[src/rtl/core/tmdc_pkg.sv]
// shared constants, types and helpers for the two-means dominant centroid block
package tmdc_pkg;

    localparam int MAX_POINTS = 256;
    localparam int COORD_BITS = 32;
    localparam int COORD_W    = 32;
    localparam int IDX_W      = $clog2(MAX_POINTS);
    localparam int CNT_W      = IDX_W + 1;
    localparam int ACC_W      = COORD_W + CNT_W;
    localparam int DIST_W     = 64;
    localparam int ITER_W     = 4;
    localparam int SC_W       = 4;

    localparam logic [ITER_W-1:0] ITER_RESET = ITER_W'(10);

    // per-point step numbers
    localparam logic [SC_W-1:0] SC_READ     = SC_W'(0);
    localparam logic [SC_W-1:0] SC_FEAT_A   = SC_W'(1);
    localparam logic [SC_W-1:0] SC_FEAT_A3  = SC_W'(4);
    localparam logic [SC_W-1:0] SC_FEAT_B   = SC_W'(5);
    localparam logic [SC_W-1:0] SC_FEAT_B3  = SC_W'(8);
    localparam logic [SC_W-1:0] SC_SEED_USE = SC_W'(7);
    localparam logic [SC_W-1:0] SC_ASGN_USE = SC_W'(11);
    localparam logic [SC_W-1:0] SC_WAIT     = SC_W'(1);

    typedef enum logic [1:0] {
        CSEL_CUR = 2'd0,
        CSEL_C0  = 2'd1,
        CSEL_C1  = 2'd2
    } csel_t;

    typedef enum logic [7:0] {
        S_IDLE  = 8'b0000_0001,
        S_MEAN  = 8'b0000_0010,
        S_MDIV  = 8'b0000_0100,
        S_SEED  = 8'b0000_1000,
        S_SLOAD = 8'b0001_0000,
        S_ASGN  = 8'b0010_0000,
        S_RDIV  = 8'b0100_0000,
        S_FIN   = 8'b1000_0000
    } state_t;

    typedef struct packed {
        logic             load;
        logic             short_out;
        logic             rd;
        logic             rd_best;
        logic [IDX_W-1:0] addr;
        logic             mean_clr;
        logic             mean_acc;
        logic             dist_clr;
        logic             dist_go;
        logic [1:0]       feat;
        csel_t            csel;
        logic             dsel;
        logic             seed_clr;
        logic             seed_first;
        logic             seed_upd;
        logic             cen_load;
        logic             asgn_clr;
        logic             asgn_upd;
        logic             div_start;
        logic             div_bank;
        logic             div_by_n;
        logic             out_load;
    } cmd_t;

    typedef struct packed {
        logic             enough;
        logic             out_busy;
        logic [CNT_W-1:0] n;
        logic [1:0]       size_nz;
        logic             div_done;
    } sts_t;

    function automatic logic [COORD_W-1:0] sext_coord(input logic [COORD_W-1:0] v);
        logic signed [COORD_BITS-1:0] t;
        t = v[COORD_BITS-1:0];
        return COORD_W'(t);
    endfunction

endpackage

[src/rtl/core/tmdc_ctrl.sv]
// controller: sequences loading, mean, seeding, lloyd rounds and result
module tmdc_ctrl import tmdc_pkg::*;
(
    input  logic              clk,
    input  logic              rst_n,
    input  logic              in_valid,
    input  logic              last_point,
    output logic              in_ready,
    input  logic              cfg_we,
    input  logic [ITER_W-1:0] cfg_wdata,
    input  sts_t              sts,
    output cmd_t              cmd
);

    state_t            state_reg, state_next;
    logic [SC_W-1:0]   sc_reg, sc_next;
    logic [IDX_W-1:0]  i_reg, i_next;
    logic [1:0]        f_reg, f_next;
    logic              s_reg, s_next;
    logic              k_reg, k_next;
    logic [ITER_W-1:0] r_reg, r_next;
    logic [ITER_W-1:0] iter_reg, iter_next;

    logic              accept;
    logic              last_i;
    logic [ITER_W-1:0] rounds_m1;
    csel_t             k_csel;

    assign last_i    = (CNT_W'(i_reg) + CNT_W'(1)) == sts.n;
    assign rounds_m1 = (iter_reg == '0) ? '0 : iter_reg - ITER_W'(1);
    assign k_csel    = k_reg ? CSEL_C1 : CSEL_C0;
    assign in_ready  = (state_reg == S_IDLE) && !sts.out_busy;
    assign accept    = in_valid && in_ready;
    assign iter_next = cfg_we ? cfg_wdata : iter_reg;

    always_comb
    begin
        state_next = state_reg;
        sc_next    = sc_reg;
        i_next     = i_reg;
        f_next     = f_reg;
        s_next     = s_reg;
        k_next     = k_reg;
        r_next     = r_reg;
        cmd        = '0;
        cmd.addr   = i_reg;
        cmd.feat   = f_reg;
        cmd.csel   = CSEL_CUR;

        unique case (state_reg)
            S_IDLE:
            begin
                cmd.load = accept;
                if (accept && last_point)
                begin
                    if (sts.enough)
                    begin
                        cmd.mean_clr = 1'b1;
                        state_next   = S_MEAN;
                        i_next       = '0;
                        sc_next      = SC_READ;
                    end
                    else
                    begin
                        cmd.short_out = 1'b1;
                    end
                end
            end
            S_MEAN:
            begin
                if (sc_reg == SC_READ)
                begin
                    cmd.rd  = 1'b1;
                    sc_next = SC_WAIT;
                end
                else
                begin
                    cmd.mean_acc = 1'b1;
                    sc_next      = SC_READ;
                    if (last_i)
                    begin
                        state_next = S_MDIV;
                        f_next     = '0;
                    end
                    else
                    begin
                        i_next = i_reg + IDX_W'(1);
                    end
                end
            end
            S_MDIV:
            begin
                cmd.div_by_n = 1'b1;
                if (sc_reg == SC_READ)
                begin
                    cmd.div_start = 1'b1;
                    sc_next       = SC_WAIT;
                end
                else if (sts.div_done)
                begin
                    sc_next = SC_READ;
                    if (f_reg == 2'd3)
                    begin
                        state_next   = S_SEED;
                        s_next       = 1'b0;
                        i_next       = '0;
                        cmd.seed_clr = 1'b1;
                    end
                    else
                    begin
                        f_next = f_reg + 2'd1;
                    end
                end
            end
            S_SEED:
            begin
                cmd.feat       = 2'(sc_reg - SC_FEAT_A);
                cmd.seed_first = !s_reg;
                cmd.rd         = sc_reg == SC_READ;
                cmd.dist_clr   = sc_reg == SC_FEAT_A;
                cmd.dist_go    = (sc_reg >= SC_FEAT_A) && (sc_reg <= SC_FEAT_A3);
                sc_next        = sc_reg + SC_W'(1);
                if (sc_reg == SC_SEED_USE)
                begin
                    cmd.seed_upd = 1'b1;
                    sc_next      = SC_READ;
                    if (last_i)
                    begin
                        state_next = S_SLOAD;
                    end
                    else
                    begin
                        i_next = i_reg + IDX_W'(1);
                    end
                end
            end
            S_SLOAD:
            begin
                cmd.csel = s_reg ? CSEL_C1 : CSEL_C0;
                if (sc_reg == SC_READ)
                begin
                    cmd.rd      = 1'b1;
                    cmd.rd_best = 1'b1;
                    sc_next     = SC_WAIT;
                end
                else
                begin
                    cmd.cen_load = 1'b1;
                    sc_next      = SC_READ;
                    i_next       = '0;
                    if (!s_reg)
                    begin
                        s_next       = 1'b1;
                        cmd.seed_clr = 1'b1;
                        state_next   = S_SEED;
                    end
                    else
                    begin
                        r_next       = '0;
                        cmd.asgn_clr = 1'b1;
                        state_next   = S_ASGN;
                    end
                end
            end
            S_ASGN:
            begin
                cmd.rd       = sc_reg == SC_READ;
                cmd.dist_clr = sc_reg == SC_FEAT_A;
                if ((sc_reg >= SC_FEAT_A) && (sc_reg <= SC_FEAT_A3))
                begin
                    cmd.dist_go = 1'b1;
                    cmd.feat    = 2'(sc_reg - SC_FEAT_A);
                    cmd.csel    = CSEL_C0;
                end
                if ((sc_reg >= SC_FEAT_B) && (sc_reg <= SC_FEAT_B3))
                begin
                    cmd.dist_go = 1'b1;
                    cmd.feat    = 2'(sc_reg - SC_FEAT_B);
                    cmd.csel    = CSEL_C1;
                    cmd.dsel    = 1'b1;
                end
                sc_next = sc_reg + SC_W'(1);
                if (sc_reg == SC_ASGN_USE)
                begin
                    cmd.asgn_upd = 1'b1;
                    sc_next      = SC_READ;
                    if (last_i)
                    begin
                        state_next = S_RDIV;
                        k_next     = 1'b0;
                        f_next     = '0;
                    end
                    else
                    begin
                        i_next = i_reg + IDX_W'(1);
                    end
                end
            end
            S_RDIV:
            begin
                cmd.csel     = k_csel;
                cmd.div_bank = k_reg;
                cmd.addr     = '0;
                if (!sts.size_nz[k_reg])
                begin
                    // empty cluster takes the first stored point
                    if (sc_reg == SC_READ)
                    begin
                        cmd.rd  = 1'b1;
                        sc_next = SC_WAIT;
                    end
                    else
                    begin
                        cmd.cen_load = 1'b1;
                        sc_next      = SC_READ;
                        f_next       = 2'd3;
                    end
                end
                else if (sc_reg == SC_READ)
                begin
                    cmd.div_start = 1'b1;
                    sc_next       = SC_WAIT;
                end
                else if (sts.div_done)
                begin
                    sc_next = SC_READ;
                    f_next  = f_reg + 2'd1;
                end
                if ((f_next == 2'd3 && !sts.size_nz[k_reg] && sc_reg == SC_WAIT)
                    || (sts.size_nz[k_reg] && sts.div_done && f_reg == 2'd3))
                begin
                    f_next = '0;
                    if (!k_reg)
                    begin
                        k_next = 1'b1;
                    end
                    else if (r_reg == rounds_m1)
                    begin
                        state_next = S_FIN;
                    end
                    else
                    begin
                        r_next       = r_reg + ITER_W'(1);
                        i_next       = '0;
                        cmd.asgn_clr = 1'b1;
                        state_next   = S_ASGN;
                    end
                end
            end
            S_FIN:
            begin
                if (!sts.out_busy)
                begin
                    cmd.out_load = 1'b1;
                    state_next   = S_IDLE;
                end
            end
            default:
            begin
                state_next = S_IDLE;
            end
        endcase
    end

    always_ff @(posedge clk or negedge rst_n)
    begin
        if (!rst_n)
        begin
            state_reg <= S_IDLE;
            sc_reg    <= '0;
            i_reg     <= '0;
            f_reg     <= '0;
            s_reg     <= 1'b0;
            k_reg     <= 1'b0;
            r_reg     <= '0;
            iter_reg  <= ITER_RESET;
        end
        else
        begin
            state_reg <= state_next;
            sc_reg    <= sc_next;
            i_reg     <= i_next;
            f_reg     <= f_next;
            s_reg     <= s_next;
            k_reg     <= k_next;
            r_reg     <= r_next;
            iter_reg  <= iter_next;
        end
    end

    a_div_single: assert property (@(posedge clk) disable iff (!rst_n)
        cmd.div_start |=> !cmd.div_start)
        else $error("divider restarted back to back");

    a_out_free: assert property (@(posedge clk) disable iff (!rst_n)
        cmd.out_load |-> !sts.out_busy)
        else $error("result written over a pending result");

    a_load_idle: assert property (@(posedge clk) disable iff (!rst_n)
        cmd.load |-> (state_reg == S_IDLE))
        else $error("point stored while computing");

    a_div_done_wait: assert property (@(posedge clk) disable iff (!rst_n)
        sts.div_done |-> ((state_reg == S_MDIV) || (state_reg == S_RDIV)))
        else $error("division finished outside a divide phase");

endmodule
[config.mk]
export PLATFORM = sky130hd
export DESIGN_NAME = tmdc_ctrl
export DESIGN_NICKNAME = d
export VERILOG_FILES = /design/src/rtl/core/tmdc_pkg.sv /design/src/rtl/core/tmdc_ctrl.sv
export SDC_FILE = /design/constraint.sdc
export NUM_CORES = 1
export LEC_CHECK = 0
export BUFFER_PORTS_ARGS = -buffer_cell sky130_fd_sc_hd__buf_2
export CAP_MARGIN = 20
export CORE_AREA = 2 2 82 84
export CTS_BUF_LIST = sky130_fd_sc_hd__clkbuf_2 sky130_fd_sc_hd__clkbuf_4 sky130_fd_sc_hd__clkbuf_8
export CTS_CLUSTER_DIAMETER = 200
export DETAILED_ROUTE_END_ITERATION = 12
export DIE_AREA = 0 0 84 86
export GPL_ROUTABILITY_DRIVEN = 0
export PLACE_DENSITY_LB_ADDON = 0.1
export SYNTH_ARGS = -nofsm -noshare
export SYNTH_HDL_FRONTEND = slang
export SYNTH_SLANG_ARGS = --single-unit
[constraint.sdc]
create_clock -name clk -period 2.75 [get_ports clk]
set_clock_uncertainty 0.15 [all_clocks]
set_input_delay 0.55 -clock clk [delete_from_list [all_inputs] [get_ports clk]]
set_output_delay 0.55 -clock clk [all_outputs]
set_load 0.005 [all_outputs]
==> impl_metrics.toml <==
[pwr]
p_per_area_nw_per_um2 = 497
p_seq_frac = 0.331
leakage_nw = 1.75
p_sw_frac = 0.361
p_switching_mw = 0.676
ir_worst_vdd_mv = 0.337
p_total_mw = 1.87
p_int_mw = 1.20
clkPwrFrac = 0.271
comb_power_share = 0.398

[yosys]
yosysWarnings = 0
syn_avg_cell_area_sq_um = 7.89
synth-async-reset-ratio = 1.00
syn_nets = 380
synth-edff-count = 0
syn_inst = 350
synth_ff_type = "dfrtp_1"
netlist_area_sq_um = 2760
synth-seq-area-share = 0.291
synth.ff_latch_count = 32
synth.distinct_cells = 64

[floorplanning]
io_pins = 55
dieArea_sq_um = 7220
die_w_um = 84
rows = 29
die_y_um = 86
core_sq_um = 6280
initial_core_util = 0.440

[route]
vias = 3010
drtAntennaViolNets = 0
drt_wl_total_um = 8310
first_pass_iters = 5
drtIter0Drc = 178
drcViolationCount = 0
avgViaCountPerCell = 5.70
wire_per_inst_um = 15.7

[run_status]
status = "finished, final reports clean"

[timing]
hold_slack_ns = 0.188
post-route-period-util = 0.997
postLayoutSetupSlackWorst_ns = 0.00811
slew_headroom = 0.487
layout_min_cycle_time_ns = 2.74
hold_violations = 0
rsz0062_at_grt = "yes"
worst_pin_slew_ns = 0.770
drv_slew = 0
fin_setup_tns_ns = 0
setup_viol = 0
fmax_ghz = 0.365

[final_layout]
regArea_sq_um = 810
drive_gt1_frac = 0.381
multi_input_area_sq_um = 1970
antenna_cells = 0
nets = 480
syn_to_final_growth_pct = 36.5
final.fill_count = 569

[critical_path]
r2r_slack_ns = 0.09
worstPathArrival_ns = 2.04
crit_type = "flip-flop to output pin"
cp-end-kind = "output pin"
critPathLaunch = "sc_reg[0]"
r2r_end = "r_reg[0]"
worstPathRequired_ns = 2.05
rr_startpoint = "sc_reg[0]"
crit_fanout = 4
r2r_cells = 13
critPathCapture = "cmd[7]"
start_kind = "flip-flop"

[cts]
clock_latency_ns = 0.28
cts.clk_slew.worst_paths_ns = 0.07
numCtsBuffers = 5
cts.sinks = 32
h-tree-depth = 2
cts_tree = "done"
cts.path.max_buffers = 2
cts_root_buf = "clkbuf_8"
ctsHoldBuffers = 0

[global_route]
grt_max_degree = 33
grt_pass1_vias = 2652
grtUsageTotal = 0.225
antenna_found_initial = 0
grt_pass1_wl_um = 13100
overflow = 0

[place]
portBuffers = 54
hpwl_um = 6020
post-place-ws_ns = 0.0446

[worst_hold_path]
hold_path.class = "input port to async pin"

[job]
max_cap_violations = 0
-- power by group through the flow --
stage / Combinational [mW] / Clock (mW) / Sequential [mW]
after floorplan: 0.451 / 0 / 0.573
after global placement: 0.607 / 0 / 0.630
after detailed placement: 0.615 / 0 / 0.630
after CTS: 0.651 / 0.517 / 0.616
after global routing: 0.816 / 0.541 / 0.636
final: 0.745 / 0.509 / 0.621
-- metrics by stage --
| step | instances | area, sq um | util |
|---|---|---|---|
| 2_1_floorplan | 350 | 2760 | - |
| 3_3_place_gp | 496 | 3280 | 0.522 |
| 3_5_place_dp | 496 | 3280 | 0.522 |
| 4_1_cts | 517 | 3530 | 0.562 |
| 5_1_grt | 528 | 3770 | 0.600 |
| 6_report | 528 | 3770 | 0.600 |
-- cell usage after synthesis (all sizes together), types with 2 or more instances --
library cell | number | area share
and3 | 5 | 0.011
dfrtp | 29 | 0.26
o2111ai | 2 | 0.0063
o211ai | 7 | 0.024
clkbuf | 6 | 0.0082
mux2i | 4 | 0.015
o22ai | 6 | 0.014
nand2b | 8 | 0.018
a31oi | 5 | 0.011
nand3b | 3 | 0.0082
mux2 | 5 | 0.020
dfstp | 3 | 0.029
or3b | 2 | 0.0063
o31ai | 3 | 0.0082
nand2 | 34 | 0.046
or2 | 2 | 0.0045
nand3 | 21 | 0.044
and2 | 5 | 0.011
a22o | 2 | 0.0063
nand4b | 2 | 0.0063
buf | 12 | 0.027
or3 | 4 | 0.0091
nor3 | 15 | 0.027
a221o | 2 | 0.0073
nor4b | 2 | 0.0063
nor2 | 43 | 0.058
a21o | 3 | 0.0082
nor3b | 5 | 0.021
xor2 | 7 | 0.022
or4 | 3 | 0.0095
xnor2 | 8 | 0.025
a21oi | 24 | 0.044
nand4 | 6 | 0.016
inv | 12 | 0.016
o21ai | 25 | 0.045
nor4 | 4 | 0.020
ha | 7 | 0.032
-- layout by cell type, fill, tap and decap left out, types with 3 or more instances in the layout --
cell,count
a21o_1,3
a21oi_1,19
a21oi_2,3
a31oi_1,5
and2_1,4
and3_4,4
buf_2,54
buf_4,51
buf_6,6
clkbuf_8,7
dfrtp_1,25
dfrtp_2,4
dfstp_2,3
ha_1,6
inv_1,12
mux2_2,3
mux2i_1,4
nand2_1,32
nand2b_1,7
nand3_1,18
nand3_2,3
nand3b_1,3
nand4_1,5
nor2_1,41
nor3_1,10
nor3_2,5
nor3b_4,3
nor4_4,3
o211ai_1,4
o211ai_2,3
o21ai_0,22
o22ai_1,6
o31ai_1,3
or3_1,3
xnor2_1,8
xor2_1,7
-- how the worst min path moves through the flow --
| stage | start | endpoint | slack [ns] |
|---|---|---|---|
| floorplan | rst_n | f_reg[0] | 0.10 |
| global placement | sc_reg[1] | sc_reg[1] | 0.39 |
| detailed placement | sc_reg[1] | sc_reg[1] | 0.40 |
| CTS | rst_n | k_reg | 0.22 |
| global route | rst_n | sc_reg[1] | 0.24 |
| finish | rst_n | sc_reg[1] | 0.19 |
-- area by class of cell --
cell class	instances	area share
Clock buffer	7	0.0256
Clock inverter	1	0.00797
Inverter	12	0.0120
Multi-Input combinational cell	288	0.523
Sequential cell	32	0.215
Tap cell	77	0.0256
Timing Repair Buffer	111	0.191
-- critical path: stages, from the launching register on --
cell	delay, ns
dfrtp_1	0.41
buf_4	0.16
ha_2	0.20
and3b_1	0.18
a221o_1	0.37
nor3b_4	0.16
nand2_2	0.11
nor2_1	0.05
buf_2	0.12
-- cell families (layout without fill, tap and decap cells) --
| logic type | after synthesis | count (layout) | synth area share |
|---|---|---|---|
| flip-flops | 32 | 32 | 0.291 |
| buffers and inverters | 30 | 131 | 0.0512 |
| XOR/XNOR | 15 | 15 | 0.0476 |
| AND/OR/NAND/NOR | 168 | 168 | 0.336 |
| multiplexers | 9 | 9 | 0.0349 |
| adder cells (fa/ha/maj) | 7 | 7 | 0.0317 |
| AO/OA/AOI/OAI | 89 | 89 | 0.207 |
-- per-layer routing --
layer  track usage  vias up  part of all wire
met5             0        -                 0
met4        0.0440        0             0.010
met3        0.0289        9             0.054
met2         0.353       97              0.47
met1         0.334     1424              0.47
li1              -     1480                 -
-- timing repair --
action / in CTS / in global routing
endpoints found under the setup margin: 6 / 26
pin swaps: 6 / 11
buffers inserted: 13 / 12
gates resized for setup: 7 / 41
gates cloned: 0 / 0
No activity file was read; power rests on OpenSTA's default activity.
